### config.mk
export PLATFORM = sky130hd
export DESIGN_NAME = apio_front
export DESIGN_NICKNAME = d
export VERILOG_FILES = /design/src/sv/apio_pkg.sv /design/src/sv/apio_front.sv
export SDC_FILE = /design/constraint.sdc
export NUM_CORES = 1
export LEC_CHECK = 0
export ABC_AREA = 1
export ABC_CLOCK_PERIOD_IN_PS = 1280
export BUFFER_PORTS_ARGS = -buffer_cell sky130_fd_sc_hd__buf_4
export CORE_AREA = 2 2 127 129
export DETAILED_ROUTE_END_ITERATION = 16
export DIE_AREA = 0 0 129 131
export GPL_TIMING_DRIVEN = 1
export SYNTH_ARGS = -nofsm -noshare
export SYNTH_HDL_FRONTEND = slang
export SYNTH_SLANG_ARGS = --single-unit
### constraint.sdc
create_clock -name vclk -period 1.28
set_input_delay 0.192 -clock vclk [all_inputs]
set_output_delay 0.192 -clock vclk [all_outputs]
set_load 0.02 [all_outputs]
### src/sv/apio_pkg.sv
// shared types, constants and fixed-point helpers for the axis projection interval unit
// no dependencies; used by every module of the block by scoped names
`default_nettype none

package apio_pkg;

  localparam int QUEUE_DEPTH_DEF = 4;
  localparam int Q_W             = 32;
  localparam int CFG_COUNT       = 8;
  localparam int CFG_INDEX_W     = 3;
  localparam int PROD_W          = 2 * Q_W;
  localparam int RND_W           = PROD_W - 16;
  localparam int SUM_W           = RND_W + 3;

  localparam logic signed [Q_W-1:0] Q_MAX   = 32'sh7FFF_FFFF;
  localparam logic signed [Q_W-1:0] Q_MIN   = 32'sh8000_0000;
  localparam logic signed [Q_W-1:0] Q_ONE   = 32'sh0001_0000;
  localparam logic signed [Q_W-1:0] Q_ZERO  = 32'sh0000_0000;
  localparam logic signed [PROD_W-1:0] RND_HALF = 64'sh0000_0000_0000_8000;

  localparam logic [CFG_INDEX_W-1:0] CFG_ROW0_X_GAIN = 3'd0;
  localparam logic [CFG_INDEX_W-1:0] CFG_ROW0_Y_GAIN = 3'd1;
  localparam logic [CFG_INDEX_W-1:0] CFG_ROW0_Z_GAIN = 3'd2;
  localparam logic [CFG_INDEX_W-1:0] CFG_ROW0_OFFSET = 3'd3;
  localparam logic [CFG_INDEX_W-1:0] CFG_ROW1_X_GAIN = 3'd4;
  localparam logic [CFG_INDEX_W-1:0] CFG_ROW1_Y_GAIN = 3'd5;
  localparam logic [CFG_INDEX_W-1:0] CFG_ROW1_Z_GAIN = 3'd6;
  localparam logic [CFG_INDEX_W-1:0] CFG_ROW1_OFFSET = 3'd7;

  typedef enum logic [1:0] {
    KIND_START  = 2'd0,
    KIND_VERTEX = 2'd1,
    KIND_QUERY  = 2'd2
  } kind_t;

  // start: a/b = axis; vertex: a/b/c = x/y/z; query: a/b = other min/max
  typedef struct packed {
    kind_t                  kind;
    logic signed [Q_W-1:0]  a;
    logic signed [Q_W-1:0]  b;
    logic signed [Q_W-1:0]  c;
  } entry_t;

  typedef struct packed {
    logic full;
    logic empty;
  } q_status_t;

  typedef struct packed {
    logic deq;
    logic res_load;
  } back_ctrl_t;

  // round half up to q16.16: floor((p + 2^15) / 2^16)
  function automatic logic signed [RND_W-1:0] round_q(input logic signed [PROD_W-1:0] p);
    logic signed [PROD_W-1:0] t;
    t = p + RND_HALF;
    return $signed(t[PROD_W-1:16]);
  endfunction

  function automatic logic signed [Q_W-1:0] sat_q(input logic signed [SUM_W-1:0] v);
    logic [SUM_W-Q_W:0] top;
    top = v[SUM_W-1:Q_W-1];
    if (top == '0 || top == '1) begin
      return $signed(v[Q_W-1:0]);
    end else if (v[SUM_W-1]) begin
      return Q_MIN;
    end else begin
      return Q_MAX;
    end
  endfunction

endpackage

`default_nettype wire

### src/sv/apio_front.sv
// front end: accepts requests and classifies them into queue entries
// depends on apio_pkg
`default_nettype none

module apio_front (
  input  wire logic                          push,
  input  wire logic                          full,
  input  wire logic [1:0]                    action,
  input  wire logic signed [apio_pkg::Q_W-1:0] vert_x,
  input  wire logic signed [apio_pkg::Q_W-1:0] vert_y,
  input  wire logic signed [apio_pkg::Q_W-1:0] vert_z,
  input  wire logic signed [apio_pkg::Q_W-1:0] axis_x,
  input  wire logic signed [apio_pkg::Q_W-1:0] axis_y,
  input  wire logic signed [apio_pkg::Q_W-1:0] other_min,
  input  wire logic signed [apio_pkg::Q_W-1:0] other_max,
  output logic                               enq,
  output apio_pkg::entry_t                   entry
);

  logic known;

  always_comb begin
    known      = 1'b1;
    entry.kind = apio_pkg::KIND_START;
    entry.a    = axis_x;
    entry.b    = axis_y;
    entry.c    = apio_pkg::Q_ZERO;
    case (action)
      apio_pkg::KIND_START: begin
        entry.kind = apio_pkg::KIND_START;
      end
      apio_pkg::KIND_VERTEX: begin
        entry.kind = apio_pkg::KIND_VERTEX;
        entry.a    = vert_x;
        entry.b    = vert_y;
        entry.c    = vert_z;
      end
      apio_pkg::KIND_QUERY: begin
        entry.kind = apio_pkg::KIND_QUERY;
        entry.a    = other_min;
        entry.b    = other_max;
      end
      default: begin
        known = 1'b0;
      end
    endcase
  end

  // unused action code is taken and dropped
  assign enq = push && !full && known;

endmodule

`default_nettype wire

After elaboration in Yosys (flattened, before gate mapping)
Index checks and enable logic that the tools add are counted.
Storage, ports and cells
  register bits after elaboration: 0
  bits in latches: 0
  memory bits (writable): 0
  ROM bits: 0
  bits of input ports: 228
  output and inout port bits: 99
  word-level logic and storage cells: 11
  memories kept: 0
Operators by class
  $add $sub $neg: 0
  multiply operators: 0
  div/mod/pow operators: 0
  magnitude comparators: 0
  eq/ne operators: 2
  shift-type cells: 0
  muxes and demuxes: 4
  bitwise logic cells: 0
  reductions and logical operators: 5
Operators by type and width (count)
  64-bit case mux with 2 select lines: 1
  32-bit 2-to-1 mux: 1
  2-bit case mux with 2 select lines: 1
  3-bit OR reduction: 1
  2-bit by 1-bit equality test with 1-bit output, second input constant: 1
  2-bit equality test, second input constant: 1
  1-bit logical AND: 2
  2-bit logical NOT: 1
  1-bit logical NOT: 1
  1-bit 2-to-1 mux: 1

Depth between registers and ports, before layout
  depth after elaboration: 4
  depth in mapped cells: 9
  gate-level depth less buffers: 6

Least setup slack after synthesis
No wires, ideal clock.
  kind: input port to output port
  start: input port action[0]
  end: output port entry[32] (netlist bit)
  arrival: 1.154 ns
  required time: 1.088 ns
  setup slack: -0.066 ns
  stages on the path: 6
  buffers on the path: 1
  path through: inv_1 > ha_1 > inv_2 > clkbuf_1 > nand2_1 > nand2_1
RTL lines
  from (decl): RTL line apio_front.sv:8  | input wire logic [1:0] action,
  to (decl): RTL line apio_front.sv:17  | output apio_pkg::entry_t entry

==> results.sh <==
export IMPL_synth_mux_area_fraction_pct=0
export IMPL_drv_cap=0
export IMPL_min_to="enq"
export IMPL_setup_viol=96
export IMPL_avgSynthCellArea_sq_um=3.987
export IMPL_placed_area_sq_um=4738
export IMPL_synthCells=488
export IMPL_wire_per_inst_microns=13.95
export IMPL_grt_setup_unrepaired="yes"
export IMPL_netlist_top_cells_count="nand2_1 (416), inv_1 (34), buf_2 (17)"
export IMPL_io_pins=327
export IMPL_synth_most_common_cell="nand2_1"
export IMPL_first_pass_iters=4
export IMPL_worstMarginPinSlew_ns=0.1455
export IMPL_slowest_stage="ha_4"
export IMPL_post_place_ws_ns=-0.2386
export IMPL_hold_path_depth=3
export IMPL_nNetsFinal=1059
export IMPL_ys_types=9
export IMPL_drc=0
export IMPL_worst_hold_slack_ns=0.6436
export IMPL_timing_final_crit_share_pct=113.1
export IMPL_hold_path_class="in -> out"
export IMPL_grt_pass1_wl_mm=19.02
export IMPL_total_power_uw=2757
export IMPL_grt_overflow=0
export IMPL_crit_type="in -> out"
export IMPL_synth_area_leader_cell="nand2_1"
export IMPL_grt_start_max_net_pins=41
export IMPL_place_congestion=0.7940
export IMPL_synth_compound_area_share_pct=0
export IMPL_fin_crit_ns=1.448
export IMPL_die_x_microns=129
export IMPL_slew_headroom_pct=90.30
export IMPL_ant_nets=0
export IMPL_crit_path_max_fanout=8
export IMPL_violations="negative setup slack"
export IMPL_arrival_ns=1.26
export IMPL_end_kind="primary output"
export IMPL_synth_simple_area_share_pct=80.64
export IMPL_design_area_sq_um=5917
export IMPL_holdBufCountCts=0
export IMPL_synthesis_area_sq_um=1946
export IMPL_synth_top_area_share_pct=80.26
export IMPL_cp_cell_sequence="buf_8, buf_6, ha_4, buf_12, buf_16, nand2_1, nand2_1, nand2_1, nand2_1, buf_6"
export IMPL_ys_warn_count=0
export IMPL_pwr_density_cell_nw_per_um2=465.9
export IMPL_nClkBuffers=0
export IMPL_irDropWorstVdd_mv=0.2564
export IMPL_port_buffers=327
export IMPL_antenna_found_initial=0
export IMPL_synth_seq_area_share_pct=0
export IMPL_slowest_delay_ns=0.19
export IMPL_drt_iter0_drc=151
export IMPL_first_global_vias=3782
export IMPL_status="finished, violations left"
export IMPL_fmax_mhz=690.6
export IMPL_crit_family="buffers and inverters"
export IMPL_die_y_microns=131
export IMPL_crit_required_ns=1.09
export IMPL_seq_cells=0
export IMPL_layout_setup_ws_ns=-0.1681
export IMPL_synth_fa_ha_area_share_pct=3.215
export IMPL_fp_row_count=46
export IMPL_critical_path_buf_inv_count=5
export IMPL_start_kind="primary input"
export IMPL_hp_start="full"
export IMPL_diodes=0
export IMPL_dp_hpwl_mm=9.589
export IMPL_viasPerCell=3.997
export IMPL_cp_common_cell="nand2_1"
export IMPL_postRouteWirelength_mm=14.50
export IMPL_vias=4157
export IMPL_finalHoldViolations=0
export IMPL_dieArea_sq_um=16900
export IMPL_seq_area_sq_um=0
export IMPL_syn_num_nets=721
export IMPL_synth_area_leaders="nand2_1 (80%), inv_1 (6.6%), buf_2 (4.4%)"
export IMPL_slew_violations=0
export IMPL_core_region_area_sq_um=15600
export IMPL_synth_top_family_by_area="simple AND/OR/NAND/NOR gates"
export IMPL_p_leak_uw=0.003605
export IMPL_start_util_pct=12.47
export IMPL_syn2layout_area_growth_pct=204.1
export IMPL_drive_above_1_share_pct=57.40
export IMPL_timing_setup_tns_ns=-8.578
export IMPL_globalRouteTotalUtil_pct=14.27
export IMPL_synth_xor_area_share_pct=0
-- worst min-delay path: stages --
cell and delay [ns]:
buf_4 0.08, nor3b_2 0.03, buf_4 0.15
-- layout by cell type (no fill, tap or decap) --
cell type	n
buf_12	12
buf_16	8
buf_4	241
buf_6	96
buf_8	5
clkbuf_16	5
clkinv_8	1
ha_1	3
ha_4	2
inv_1	21
inv_2	11
inv_4	1
inv_6	1
nand2_1	327
nand2_2	77
nand2_4	12
nor3b_2	1
-- cells by family after synthesis --
group / after synthesis
adders and majority gates: 5
buffers and inverters: 66
and+or+nand+nor: 417
-- power breakdown --
| part | total [uW] | internal (uW) | switching (uW) |
|---|---|---|---|
| Combinational | 2760 | 1470 | 1290 |
| Clock | 0 | 0 | 0 |
| Sequential | 0 | 0 | 0 |
| Total | 2760 | 1470 | 1290 |
-- per-stage QoR --
step	util (%)	std cells
floorplan	-	488
finish	37.94	1040
CTS	34.51	1031
global placement	30.38	1018
global route	37.94	1040
detailed placement	30.38	1018
-- layer usage --
| layer | track usage, % | part of all wire [%] | vias up |
|---|---|---|---|
| met5 | 0 | 0 | - |
| met4 | 1.343 | 1.2 | 0 |
| met3 | 2.524 | 7.7 | 14 |
| met2 | 29.57 | 55 | 233 |
| met1 | 15.43 | 37 | 1823 |
| li1 | - | - | 2087 |
-- worst max path at each step --
stage / from / endpoint / slack, ns / cells past startpoint
3_3_place_gp: action[0] / entry[85] / -0.23 / 8
6_report: action[0] / entry[58] / -0.17 / 10
3_5_place_dp: action[0] / entry[71] / -0.24 / 8
4_1_cts: action[0] / entry[68] / -0.16 / 10
2_1_floorplan: action[0] / entry[32] / -0.07 / 6
5_1_grt: action[0] / entry[58] / -0.21 / 10
-- final cells by class --
| type | instances | area, sq um |
|---|---|---|
| multi-input cells | 422 | 1944 |
| fillers | 1635 | 9681 |
| repair buffers | 367 | 3551 |
| inverters | 35 | 151.4 |
| well taps | 216 | 270.3 |
-- repair_timing --
item / in CTS / in global routing
setup buffers: 4 / 4
endpoints found under the setup margin: 88 / 97
gates resized for setup: 116 / 124
pin swaps: 12 / 32
gates cloned: 9 / 6
Power figures use the tool's default switching activity.
