## src/sv/apio_pkg.sv

```systemverilog
// shared types, constants and fixed-point helpers for the axis projection interval unit
// no dependencies; used by every module of the block by scoped names
`default_nettype none

package apio_pkg;

  localparam int QUEUE_DEPTH_DEF = 4;
  localparam int Q_W             = 32;
  localparam int CFG_COUNT       = 8;
  localparam int CFG_INDEX_W     = 3;
  localparam int PROD_W          = 2 * Q_W;
  localparam int RND_W           = PROD_W - 16;
  localparam int SUM_W           = RND_W + 3;

  localparam logic signed [Q_W-1:0] Q_MAX   = 32'sh7FFF_FFFF;
  localparam logic signed [Q_W-1:0] Q_MIN   = 32'sh8000_0000;
  localparam logic signed [Q_W-1:0] Q_ONE   = 32'sh0001_0000;
  localparam logic signed [Q_W-1:0] Q_ZERO  = 32'sh0000_0000;
  localparam logic signed [PROD_W-1:0] RND_HALF = 64'sh0000_0000_0000_8000;

  localparam logic [CFG_INDEX_W-1:0] CFG_ROW0_X_GAIN = 3'd0;
  localparam logic [CFG_INDEX_W-1:0] CFG_ROW0_Y_GAIN = 3'd1;
  localparam logic [CFG_INDEX_W-1:0] CFG_ROW0_Z_GAIN = 3'd2;
  localparam logic [CFG_INDEX_W-1:0] CFG_ROW0_OFFSET = 3'd3;
  localparam logic [CFG_INDEX_W-1:0] CFG_ROW1_X_GAIN = 3'd4;
  localparam logic [CFG_INDEX_W-1:0] CFG_ROW1_Y_GAIN = 3'd5;
  localparam logic [CFG_INDEX_W-1:0] CFG_ROW1_Z_GAIN = 3'd6;
  localparam logic [CFG_INDEX_W-1:0] CFG_ROW1_OFFSET = 3'd7;

  typedef enum logic [1:0] {
    KIND_START  = 2'd0,
    KIND_VERTEX = 2'd1,
    KIND_QUERY  = 2'd2
  } kind_t;

  // start: a/b = axis; vertex: a/b/c = x/y/z; query: a/b = other min/max
  typedef struct packed {
    kind_t                  kind;
    logic signed [Q_W-1:0]  a;
    logic signed [Q_W-1:0]  b;
    logic signed [Q_W-1:0]  c;
  } entry_t;

  typedef struct packed {
    logic full;
    logic empty;
  } q_status_t;

  typedef struct packed {
    logic deq;
    logic res_load;
  } back_ctrl_t;

  // round half up to q16.16: floor((p + 2^15) / 2^16)
  function automatic logic signed [RND_W-1:0] round_q(input logic signed [PROD_W-1:0] p);
    logic signed [PROD_W-1:0] t;
    t = p + RND_HALF;
    return $signed(t[PROD_W-1:16]);
  endfunction

  function automatic logic signed [Q_W-1:0] sat_q(input logic signed [SUM_W-1:0] v);
    logic [SUM_W-Q_W:0] top;
    top = v[SUM_W-1:Q_W-1];
    if (top == '0 || top == '1) begin
      return $signed(v[Q_W-1:0]);
    end else if (v[SUM_W-1]) begin
      return Q_MIN;
    end else begin
      return Q_MAX;
    end
  endfunction

endpackage

`default_nettype wire

```

## src/sv/apio_queue.sv

```systemverilog
// short queue of classified requests between front and back end
// depends on apio_pkg
`default_nettype none

module apio_queue #(
  parameter int DEPTH = apio_pkg::QUEUE_DEPTH_DEF
) (
  input  wire logic              clk,
  input  wire logic              rst,
  input  wire logic              enq,
  input  wire apio_pkg::entry_t  enq_data,
  input  wire logic              deq,
  output apio_pkg::entry_t       head,
  output apio_pkg::q_status_t    status
);

  localparam int PTR_W = (DEPTH > 2) ? $clog2(DEPTH) : 1;
  localparam int CNT_W = $clog2(DEPTH + 1);

  apio_pkg::entry_t store [DEPTH];
  logic [PTR_W-1:0] wr_ptr;
  logic [PTR_W-1:0] rd_ptr;
  logic [CNT_W-1:0] count;

  always_ff @(posedge clk) begin
    if (enq) begin
      store[wr_ptr] <= enq_data;
    end
  end

  always_ff @(posedge clk) begin
    if (rst) begin
      wr_ptr <= '0;
      rd_ptr <= '0;
      count  <= '0;
    end else begin
      if (enq) begin
        wr_ptr <= (wr_ptr == PTR_W'(DEPTH - 1)) ? '0 : wr_ptr + 1'b1;
      end
      if (deq) begin
        rd_ptr <= (rd_ptr == PTR_W'(DEPTH - 1)) ? '0 : rd_ptr + 1'b1;
      end
      case ({enq, deq})
        2'b10:   count <= count + 1'b1;
        2'b01:   count <= count - 1'b1;
        default: count <= count;
      endcase
    end
  end

  assign head         = store[rd_ptr];
  assign status.full  = (count == CNT_W'(DEPTH));
  assign status.empty = (count == '0);

endmodule

`default_nettype wire

```

## config.mk

```make
export PLATFORM = sky130hd
export DESIGN_NAME = apio_queue
export DESIGN_NICKNAME = d
export VERILOG_FILES = /design/src/sv/apio_pkg.sv /design/src/sv/apio_queue.sv
export SDC_FILE = /design/constraint.sdc
export NUM_CORES = 1
export LEC_CHECK = 0
export ABC_AREA = 0
export BUFFER_PORTS_ARGS = -buffer_cell sky130_fd_sc_hd__buf_2
export CAP_MARGIN = 20
export CELL_PAD_IN_SITES_DETAIL_PLACEMENT = 0
export CELL_PAD_IN_SITES_GLOBAL_PLACEMENT = 1
export CORE_MARGIN = 3
export CORE_UTILIZATION = 54
export CTS_BUF_LIST = sky130_fd_sc_hd__clkbuf_4 sky130_fd_sc_hd__clkbuf_8 sky130_fd_sc_hd__clkbuf_16
export DETAILED_ROUTE_END_ITERATION = 10
export PLACE_DENSITY = 0.93
export SLEW_MARGIN = 15
export SYNTH_ARGS = -nofsm -noshare
export SYNTH_HDL_FRONTEND = slang
export SYNTH_SLANG_ARGS = --single-unit
```

## constraint.sdc

```tcl
create_clock -name clk -period 9.7 [get_ports clk]
set_clock_uncertainty 0.2 [all_clocks]
set_input_delay 0.97 -clock clk [delete_from_list [all_inputs] [get_ports clk]]
set_output_delay 0.97 -clock clk [all_outputs]
set_load 0.1 [all_outputs]
```

==> Word level (Yosys, flattened, before mapping) <==
Memories as Yosys holds them, arrays and structs flattened. A register that Yosys moved wholly into a read port is not among the register bits.
Index checks and enable logic that the tools add are counted.
{ "totals": {"ff_bits": 7, "mem_bits_rw": 392, "inputBits": 102, "out_inout_bits": 100, "word_cells": 22, "mem_count": 1} }
{ "classes": {"n_addsub": 4, "eq_ne": 5, "mux": 7, "n_reduce_logical": 2} }
{ "memory_table": {"columns": ["memory", "words", "word_bits", "read_ports", "rd_clocked_by_memory_dff", "wr", "line", "rtl"], "rows": [
  ["store", 4, 98, 1, 1, 1, "apio_queue.sv:20", "apio_pkg::entry_t store [DEPTH];"]
]} }
{ "op_table": {"columns": ["cell", "count"], "rows": [
  ["2-to-1 mux 2 bit", 4],
  ["equality test 2 bit, second input constant", 3],
  ["one-hot mux 3 bit (2 select lines)", 1],
  ["adder 2 x 1 -> 2 bit, second input constant", 2],
  ["adder 3 x 1 -> 3 bit, second input constant", 1],
  ["equality test 3 bit, second input constant", 1],
  ["zero test 3 bit", 1],
  ["subtractor 3 x 1 -> 3 bit, second input constant", 1],
  ["equality test 2 x 1 -> 1 bit, second input constant", 1],
  ["2-to-1 mux 1 bit", 2],
  ["nonzero test 2 bit", 1]
]} }

==> Longest topological paths before layout <==
Gate-level depths: netlist (run 1).
{ "logic_depth": {"depth_word": 4, "ltp_mapped": 7} }

==> Worst setup path after synthesis (run 1) <==
No wires, ideal clock.
{ "synth_path": {"path_type": "input to register", "startpoint": "in enq", "endpoint": "mem store[0][0] in the netlist's numbering (enable)", "setup_ns": 0.468, "t_arrival_ns": 3.234, "path_slack_ns": 5.798, "cell_stages": 1, "path_cell_list": "and2_1"} }
{ "synth_via": {"elab_chain_cells": 2} }
{ "synth_lines": {"columns": ["element", "line", "rtl"], "rows": [
  ["start, declared", "apio_queue.sv:10", "input wire logic enq,"],
  ["2-to-1 mux 1 bit", "apio_queue.sv:26", "if (enq) begin"],
  ["2-to-1 mux 1 bit (not written as such)", "apio_queue.sv:27", "store[wr_ptr] <= enq_data;"],
  ["end, declared", "apio_queue.sv:20", null]
]} }
No other way between the ends.

==> impl_metrics.tcl, run 1 <==
set metrics [dict create \
    outcome "finished clean" \
    cp.arrival_ns 2.98 \
    row_count 59 \
    cap_viol_max_count 0 \
    fillers 1711 \
    die_y_um 170.2 \
    pin_count 202 \
    hold_viol 0 \
    hold_ws_ns 0.3350 \
    reg2reg_depth 3 \
    drive_gt1_frac 0.4575 \
    avgSynthCellArea_um2 26.01 \
    worstReg2RegStart "wr_ptr[0]" \
    r2r_slack_ns 7.09 \
    vdd_drop_max_mv 0.2065 \
    numCtsBuffers 39 \
    yosys-top-cells-area "edfxtp_1 (81%), mux4_2 (15%), dfxtp_1 (1.2%)" \
    drt_drc_violations_left 0 \
    path_cells "buf_4 > mux4_2 > buf_2" \
    grtUsageTotal 0.1888 \
    tightestPinTransition_ns 1.049 \
    post_cts_buffers 0 \
    slew-limit-headroom 0.3006 \
    cp_slowest_cell "buf_4" \
    synth_fp_nets 669 \
    numPortBuffers 201 \
    start_util 0.5542 \
    syn-instance-count 560 \
    cts_hold_buf 0 \
    post-dp-hpwl_mm 15.80 \
    crit_type "reg2out" \
    htreeDepth 2 \
    ys.warnings.count 0 \
    ys_ff_latch 401 \
    overflow 0 \
    final_antenna_net_count 0 \
    grt_max_degree 69 \
    power_density_mw_per_mm2 237.6 \
    grt_pass1_vias 7276 \
    grt_setup_unrepaired "false" \
    cp-start-kind "flop" \
    max_stage_delay_ns 0.74 \
    cp.required_ns 8.53 \
    wirelength_mm 26.77 \
    drt-vias-per-instance 5.683 \
    synth_top_cell_area_share 0.8082 \
    clkLatencyLatePin_ns 0.51 \
    cts_tree "built" \
    firstDrtPassIters 6 \
    floorplan.die_area_mm2 0.02898 \
    synth_cell_types 20 \
    ys_seq_area_frac 0.8206 \
    initialDrtViolationCount 481 \
    min_to "count[2]" \
    cts_buffer_depth 3 \
    worst_hold_path_type "reg2reg" \
    wl_per_cell_um 23.30 \
    core_area_mm2 0.02628 \
    synth_area_mm2 0.01456 \
    cts-root-buf "clkbuf_16" \
    layout.nets 896 \
    cp-end-kind "output port" \
    setup_viol 0 \
    yosys.area.top_type "edfxtp_1" \
    worst_r2r_endpoint "store[3][83]" \
    num_vias 6530 \
    cts_sinks 401 \
    min_period_ns 4.147 \
    cts_resized 0 \
    gp_congestion 0.6880 \
    hp-start "count[2]" \
    min_path_cells 2 \
    grt_pass1_wl_mm 41.63 \
    layout_worst_path_cycle_share 0.4275 \
    fp.dieW_um 170.2 \
    max_freq_mhz 241.1 \
    slew_viol_final 0 \
    syn_to_final_growth_pct 17.59 \
    path_max_fanout 40 \
    tns_ns 0 \
    clkTransAtPathRegs_ns 0.06 \
    p_leak_nw 5.779 \
    antenna_found_initial 6 \
]
-- state kept, by name, indices dropped and copies added (netlist names), named ones only --
name	count
wr_ptr	2
count	3
store	392
rd_ptr	2
-- cells by family (layout without fill, tap and decap cells) --
kind of cell	after synthesis	after routing	synth area share
AND/OR/NAND/NOR	16	16	0.005756
adder cells (fa/ha/maj)	7	7	0.006529
XOR/XNOR	2	2	0.001203
multiplexers	100	100	0.1529
buffers and inverters	29	280	0.01125
other	0	3	0
AO/OA/AOI/OAI	5	5	0.001718
flip-flops	401	401	0.8206
-- worst max path at each step --
stage	end	slack (ns)	cells after the start
finish	head[21]	5.55	3
global route	head[77]	5.25	3
CTS	head[21]	5.40	3
detailed placement	head[47]	5.97	3
global placement	head[80]	5.96	3
floorplan	store[0][0]	5.80	1
-- synth_stat cells --
cell,instances
mux2i_1,2
fa_1,1
edfxtp_1,392
nor3_1,1
and2_1,4
inv_1,7
or3_1,1
dfxtp_1,9
buf_8,3
o21ai_0,1
a21oi_1,4
and3_1,1
buf_2,11
nor3b_1,2
buf_6,1
clkbuf_1,7
nor2_1,7
mux4_2,98
xor2_1,2
ha_1,6
-- cell type report --
class	count	area, µm²	area share
Clock inverter	16	115.1	0.006722
Multi-Input combinational cell	130	2459	0.1436
Antenna cell	3	7.507	0.0004384
Sequential cell	401	11960	0.6983
Inverter	7	26.28	0.001534
Clock buffer	49	1081	0.06313
Tap cell	335	419.2	0.02448
Timing Repair Buffer	208	1059	0.06181
-- worst max-delay path: cells and delay by family, from the launching register on --
family                 cells  cell delay (ns)
buffers and inverters      2             1.05
DFF                        1             0.70
muxes                      1             0.63
-- metrics by stage --
step | instance area [µm²] | setup WS, ns | utilization | power [W] | std cells
2_1_floorplan | 14560 | 5.798 | - | 0.002590 | 560
6_report | 17130 | 5.553 | 0.6516 | 0.004068 | 1149
5_1_grt | 17120 | 5.249 | 0.6515 | 0.004199 | 1148
4_1_cts | 17120 | 5.396 | 0.6514 | 0.004114 | 1146
3_3_place_gp | 15920 | 5.962 | 0.6058 | 0.002703 | 1081
3_5_place_dp | 15920 | 5.970 | 0.6058 | 0.002714 | 1081
-- layer usage --
metal | GRT usage | part of all wire
met5 | 0 | 0.0015
met4 | 0.05432 | 0.023
met3 | 0.05203 | 0.071
met2 | 0.3123 | 0.50
met1 | 0.2516 | 0.40
-- layout by cell type (no fill, tap or decap), types with 2 or more instances in the layout --
| cell type | instances |
|---|---|
| dfxtp_4 | 2 |
| edfxtp_1 | 392 |
| mux4_2 | 98 |
| ha_1 | 6 |
| clkbuf_8 | 2 |
| xor2_1 | 2 |
| mux2i_1 | 2 |
| buf_2 | 201 |
| nor3b_1 | 2 |
| buf_4 | 7 |
| diode_2 | 3 |
| a21oi_1 | 4 |
| clkbuf_16 | 40 |
| clkbuf_4 | 7 |
| nor2_1 | 7 |
| dfxtp_1 | 7 |
| inv_1 | 7 |
| and2_4 | 4 |
| clkinv_2 | 6 |
| clkinv_1 | 6 |
-- where the power goes --
part	internal, W	switching (W)	leakage [nW]	total (W)
clock network	0.000814	0.000582	0.598	0.00140
logic	0.000134	0.000535	1.51	0.000669
registers	0.00198	0.0000257	3.68	0.00200
No activity file was read; power rests on OpenSTA's default activity.
==> inputs of run 2 (changes only) <==
--- a/config.mk
+++ b/config.mk
@@ -11,10 +11,10 @@
 export CELL_PAD_IN_SITES_DETAIL_PLACEMENT = 0
 export CELL_PAD_IN_SITES_GLOBAL_PLACEMENT = 1
 export CORE_MARGIN = 3
-export CORE_UTILIZATION = 54
+export CORE_UTILIZATION = 50
 export CTS_BUF_LIST = sky130_fd_sc_hd__clkbuf_4 sky130_fd_sc_hd__clkbuf_8 sky130_fd_sc_hd__clkbuf_16
 export DETAILED_ROUTE_END_ITERATION = 10
-export PLACE_DENSITY = 0.93
+export PLACE_DENSITY = 0.88
 export SLEW_MARGIN = 15
 export SYNTH_ARGS = -nofsm -noshare
 export SYNTH_HDL_FRONTEND = slang
==> constraint.sdc (replaced) <==
create_clock -name clk -period 3.95 [get_ports clk]
set_clock_uncertainty 0.2 [all_clocks]
set_input_delay 0.395 -clock clk [delete_from_list [all_inputs] [get_ports clk]]
set_output_delay 0.395 -clock clk [all_outputs]
set_load 0.1 [all_outputs]
==> run 2 against run 1 <==
  * Final cell count grew 13%
  * Die area increased by 7.7%
  * Count of clock-buffer cells in the layout up 9
  * Flip-flop and latch count is the same
  * Register-to-register slack lost 5.3 ns
  * First-iteration DRC count rose by 2.5%
  * Combinational power increased to 2.6 times the previous value
  * Global-route usage is 0.37 points lower
  * Largest cell class unchanged
  * Hold slack got worse by 0.30 ns
  * Sequential power increased by 150%
  * Wire length is 5.7% higher
==> impl_metrics.tcl, run 2 (same netlist as run 1, synthesis figures left out) <==
set metrics [dict create \
    outcome "finished clean" \
    grt_setup_unrepaired "false" \
    cts_buffer_depth 3 \
    drt-vias-per-instance 5.356 \
    post-dp-hpwl_mm 16.22 \
    grt_pass1_vias 7733 \
    wl_per_cell_um 21.78 \
    crit_type "reg2out" \
    start_util 0.5157 \
    setup_viol 0 \
    max_stage_delay_ns 0.59 \
    cap_viol_max_count 0 \
    place_inst 1128 \
    cts_sinks 401 \
    initialDrtViolationCount 493 \
    tns_ns 0 \
    numCtsBuffers 41 \
    cp-start-kind "flop" \
    pwr-share-comb 0.170 \
    final_antenna_net_count 0 \
    use_met1 0.2394 \
    top_regs "store x392, count x3" \
    clkLatencyLatePin_ns 0.52 \
    fp.dieW_um 176.7 \
    clockPowerShare 0.350 \
    p_switching_w 0.002876 \
    gp_congestion 0.6621 \
    grt_pass1_wl_mm 43.95 \
    busiest_layer "met2" \
    htreeDepth 2 \
    core_area_mm2 0.02824 \
    use_met2 0.3169 \
    cp_slowest_cell "mux4_2" \
    drive_gt1_frac 0.4159 \
    clkTransAtPathRegs_ns 0.06 \
    cts_resized 0 \
    tightestPinTransition_ns 0.6809 \
    pin_count 202 \
    numPortBuffers 201 \
    crit_buf_inv 2 \
    cts_tree "built" \
    power.total_w 0.01025 \
    row_count 61 \
    grt_max_degree 60 \
    cp-end-kind "output port" \
    wirelength_mm 28.29 \
    die_y_um 176.7 \
    max_freq_mhz 323.2 \
    largest_reg_flops 392 \
    p_leak_nw 6.281 \
    layout.nets 1002 \
    path_delay_family "buffers and inverters" \
    final_common_cell "edfxtp_1" \
    met3_usage 0.04934 \
    path_cells "buf_12 > mux4_2 > buf_2" \
    floorplan.die_area_mm2 0.03121 \
    hold_viol 0 \
    min_period_ns 3.094 \
    swShare 0.2806 \
    layout_common_cells "edfxtp_1 (392), buf_2 (201), dlygate4sd3_1 (100)" \
    firstDrtPassIters 4 \
    cp.required_ns 3.36 \
    drt_drc_violations_left 0 \
    layout_worst_path_cycle_share 0.7832 \
    overflow 0 \
    hold_ws_ns 0.03979 \
    worst_hold_path_type "in2reg" \
    cts-root-buf "clkbuf_16" \
    regMostFlops "store" \
    diodes 0 \
    path_max_fanout 54 \
    slew_viol_final 0 \
    fillers 1838 \
    vdd_drop_max_mv 0.5070 \
    cp.arrival_ns 2.50 \
    p_int_w 0.007374 \
    antenna_found_initial 2 \
    num_vias 6958 \
    power_density_mw_per_mm2 558.6 \
    layoutNonFillerInstCount 1299 \
    pwr-share-seq 0.480 \
    syn_to_final_growth_pct 25.99 \
    grtUsageTotal 0.1851 \
    slew-limit-headroom 0.5461 \
]
==> run 2: changes by cell type in the layout (fill, tap and decap cells not counted) <==
cell / previous run / this run
diode_2: 3 / 0
clkinv_8: 1 / 0
clkinv_2: 6 / 7
buf_12: 0 / 6
clkinv_1: 6 / 4
clkbuf_4: 7 / 13
bufinv_16: 1 / 0
dlygate4sd3_1: 0 / 100
clkbuf_16: 40 / 43
buf_4: 7 / 5
==> run 2: layout make-up <==
| cell class | count | area (µm²) | share of cell area |
|---|---|---|---|
| Clock buffer | 58 | 1201 | 0.06546 |
| Clock inverter | 13 | 66.31 | 0.003614 |
| Inverter | 7 | 26.28 | 0.001432 |
| Multi-Input combinational cell | 130 | 2459 | 0.1340 |
| Sequential cell | 401 | 11960 | 0.6518 |
| Tap cell | 378 | 473.0 | 0.02578 |
| Timing Repair Buffer | 312 | 2165 | 0.1180 |
==> run 2: worst min-delay path, cell delays in order <==
cell and delay, ns:
buf_2 0.15, mux2i_1 0.09, nor2_1 0.09
==> run 2: worst paths after layout <==
path / start / endpoint / slack, ns / cells past startpoint
worst min-delay path: enq / wr_ptr[1] / 0.04 / 3
worst min register to register: rd_ptr[1] / flop / 0.34 / 2
worst max-delay path: flop / head[63] / 0.86 / 3
worst max register to register: wr_ptr[0] / store[3][56] / 1.78 / 3
==> run 2: metal layers <==
metal | share of wire | vias to the layer above | routed length, µm
met5 | 0.00085 | - | 24
met4 | 0.019 | 4 | 534
met3 | 0.072 | 49 | 2046
met2 | 0.51 | 230 | 14550
met1 | 0.39 | 3598 | 11140
li1 | - | 3077 | -
==> run 2: metrics by stage <==
step,util,instance area (µm²),worst slack (ns)
after floorplan,-,14560,0.4692
after global placement,0.5694,16080,1.329
after detailed placement,0.5694,16080,1.314
after CTS,0.6498,18350,0.7429
after global routing,0.6498,18350,0.6467
final,0.6498,18350,0.8563
==> run 2: timing repair <==
action                    4_1_cts  5_1_grt
setup buffers                   0        0
hold endpoints to repair      401        0
hold buffers                  100        0
==> run 2: power by group through the flow <==
stage	Clock, W	Combinational [W]	Sequential, W
after global placement	0	0.00165	0.00499
after floorplan	0	0.00138	0.00498
after detailed placement	0	0.00167	0.00501
after CTS	0.00367	0.00176	0.00492
after global routing	0.00386	0.00181	0.00493
final	0.00359	0.00174	0.00492
==> inputs of run 3 (changes only) <==
==> constraint.sdc (replaced) <==
create_clock -name clk -period 3.2 [get_ports clk]
set_clock_uncertainty 0.2 [all_clocks]
set_input_delay 0.32 -clock clk [delete_from_list [all_inputs] [get_ports clk]]
set_output_delay 0.32 -clock clk [all_outputs]
set_load 0.1 [all_outputs]
==> run 3 against run 2 <==
  * Flip-flop and latch count stayed put
  * Highest routed layer unchanged
  * Critical endpoint is now head[20]
  * Final cell count is 1.2% higher
  * Sequential power is 23% higher
  * Register-to-register slack worse by 0.74 ns
  * Combinational power is 26% higher
  * Via count is 1.9% higher
  * Non-clock buffer count is 11 higher
==> impl_metrics.tcl, run 3 (same netlist as run 1, synthesis figures left out) <==
set metrics [dict create \
    use_met1 0.2544 \
    power.total_w 0.01287 \
    cp-start-kind "flop" \
    drive_gt1_frac 0.4220 \
    final_antenna_net_count 0 \
    drt-vias-per-instance 5.394 \
    seq_area_mm2 0.01196 \
    row_count 61 \
    power_density_mw_per_mm2 693.4 \
    cts_buffer_depth 3 \
    pin_count 202 \
    reg2reg_depth 4 \
    tightestPinTransition_ns 0.7973 \
    final_common_cell "edfxtp_1" \
    busiest_layer "met2" \
    antenna_found_initial 2 \
    numPortBuffers 201 \
    min_period_ns 2.734 \
    crit_type "reg2out" \
    path_max_fanout 35 \
    slew_viol_final 0 \
    hold_viol 0 \
    regMostFlops "store" \
    cts_tree "built" \
    worst_hold_path_type "reg2reg" \
    use_met2 0.3216 \
    cp.required_ns 2.68 \
    min_path_cells 2 \
    grt_setup_unrepaired "false" \
    overflow 0 \
    cp.arrival_ns 2.21 \
    met3_usage 0.04440 \
    post-dp-hpwl_mm 16.89 \
    top_regs "store x392, count x3" \
    core_area_mm2 0.02824 \
    num_vias 7093 \
    grtUsageTotal 0.1903 \
    layout.nets 1014 \
    cap_viol_max_count 0 \
    wirelength_mm 29.24 \
    slew-limit-headroom 0.4685 \
    wl_per_cell_um 22.24 \
    cts_sinks 401 \
    r2r_slack_ns 1.04 \
    grt_max_degree 58 \
    layout_worst_path_cycle_share 0.8543 \
    grt_pass1_wl_mm 44.68 \
    fillers 1825 \
    die_y_um 176.7 \
    largest_reg_flops 392 \
    max_freq_mhz 365.8 \
    numCtsBuffers 42 \
    htreeDepth 2 \
    tns_ns 0 \
    clkTransAtPathRegs_ns 0.06 \
    grt_pass1_vias 7644 \
    start_util 0.5157 \
    drt_drc_violations_left 0 \
    outcome "finished clean" \
    setup_viol 0 \
    initialDrtViolationCount 581 \
    layout_common_cells "edfxtp_1 (392), buf_2 (201), dlygate4sd3_1 (101)" \
    firstDrtPassIters 6 \
    syn_to_final_growth_pct 27.41 \
    floorplan.die_area_mm2 0.03121 \
    cts-root-buf "clkbuf_16" \
    p_leak_nw 6.377 \
    cp-end-kind "output port" \
    hp-start "count[2]" \
    fp.dieW_um 176.7 \
    gp_congestion 0.6978 \
    multi_input_area_mm2 0.002459 \
    vdd_drop_max_mv 0.6701 \
    worstReg2RegStart "wr_ptr[0]" \
    clkLatencyLatePin_ns 0.52 \
]
run 3: cell types whose count changed in the layout (fill, tap and decap cells not counted):
cell	change
bufinv_16	+2
clkinv_1	+2
clkbuf_8	-2
buf_4	+5
clkinvlp_4	+1
inv_6	+1
diode_2	+1
dlygate4sd3_1	+1
buf_12	+5
run 3: cell type report:
| cell class | instances | share of cell area |
|---|---|---|
| repair buffers | 323 | 0.1246 |
| clock buffers | 56 | 0.06325 |
| multi-input cells | 130 | 0.1325 |
| flip-flops and latches | 401 | 0.6445 |
| well taps | 378 | 0.02549 |
| inverters | 7 | 0.001416 |
| diodes | 1 | 0.0001349 |
| clock inverters | 19 | 0.008092 |
run 3: final timing paths:
check,endpoint
setup / recovery,head[20]
hold reg to reg,count[2]
setup reg to reg,store[2][9]
hold / removal,count[2]
run 3: what timing repair did:
item | in CTS | in global routing
resized for setup | 0 | 0
buffers inserted | 0 | 0
endpoints found under the hold margin | 401 | 0
hold buffers | 101 | 0
run 3: power breakdown:
| group | switching (W) | leakage, nW | internal, W |
|---|---|---|---|
| clock network | 0.00187 | 0.664 | 0.00274 |
| registers | 0.0000661 | 3.68 | 0.00599 |
| logic | 0.00168 | 2.04 | 0.000521 |
| total | 0.00361 | 6.38 | 0.00926 |
run 3: critical path, cell delays in order (launching register included):
cell and delay (ns):
dfxtp_4 0.64, buf_12 0.28, mux4_2 0.28, buf_2 0.43
run 3: per-layer routing:
layer	wire, µm	part of all wire
met2	14930	0.51
met3	2058	0.070
met4	614	0.021
met1	11630	0.40
met5	13	0.00044
run 3: stage by stage:
step / cell area [µm²] / utilization / worst slack [ns] / hold slack [ns] / cells
finish: 18560 / 0.6571 / 0.4663 / 0.3063 / 1315
floorplan: 14570 / - / 0.3009 / 0.1891 / 560
global placement: 16220 / 0.5743 / 0.9873 / 0.2895 / 1138
CTS: 18550 / 0.6570 / 0.4154 / 0.3087 / 1314
global route: 18560 / 0.6571 / 0.3566 / 0.3330 / 1315
detailed placement: 16220 / 0.5743 / 0.9799 / 0.2977 / 1138
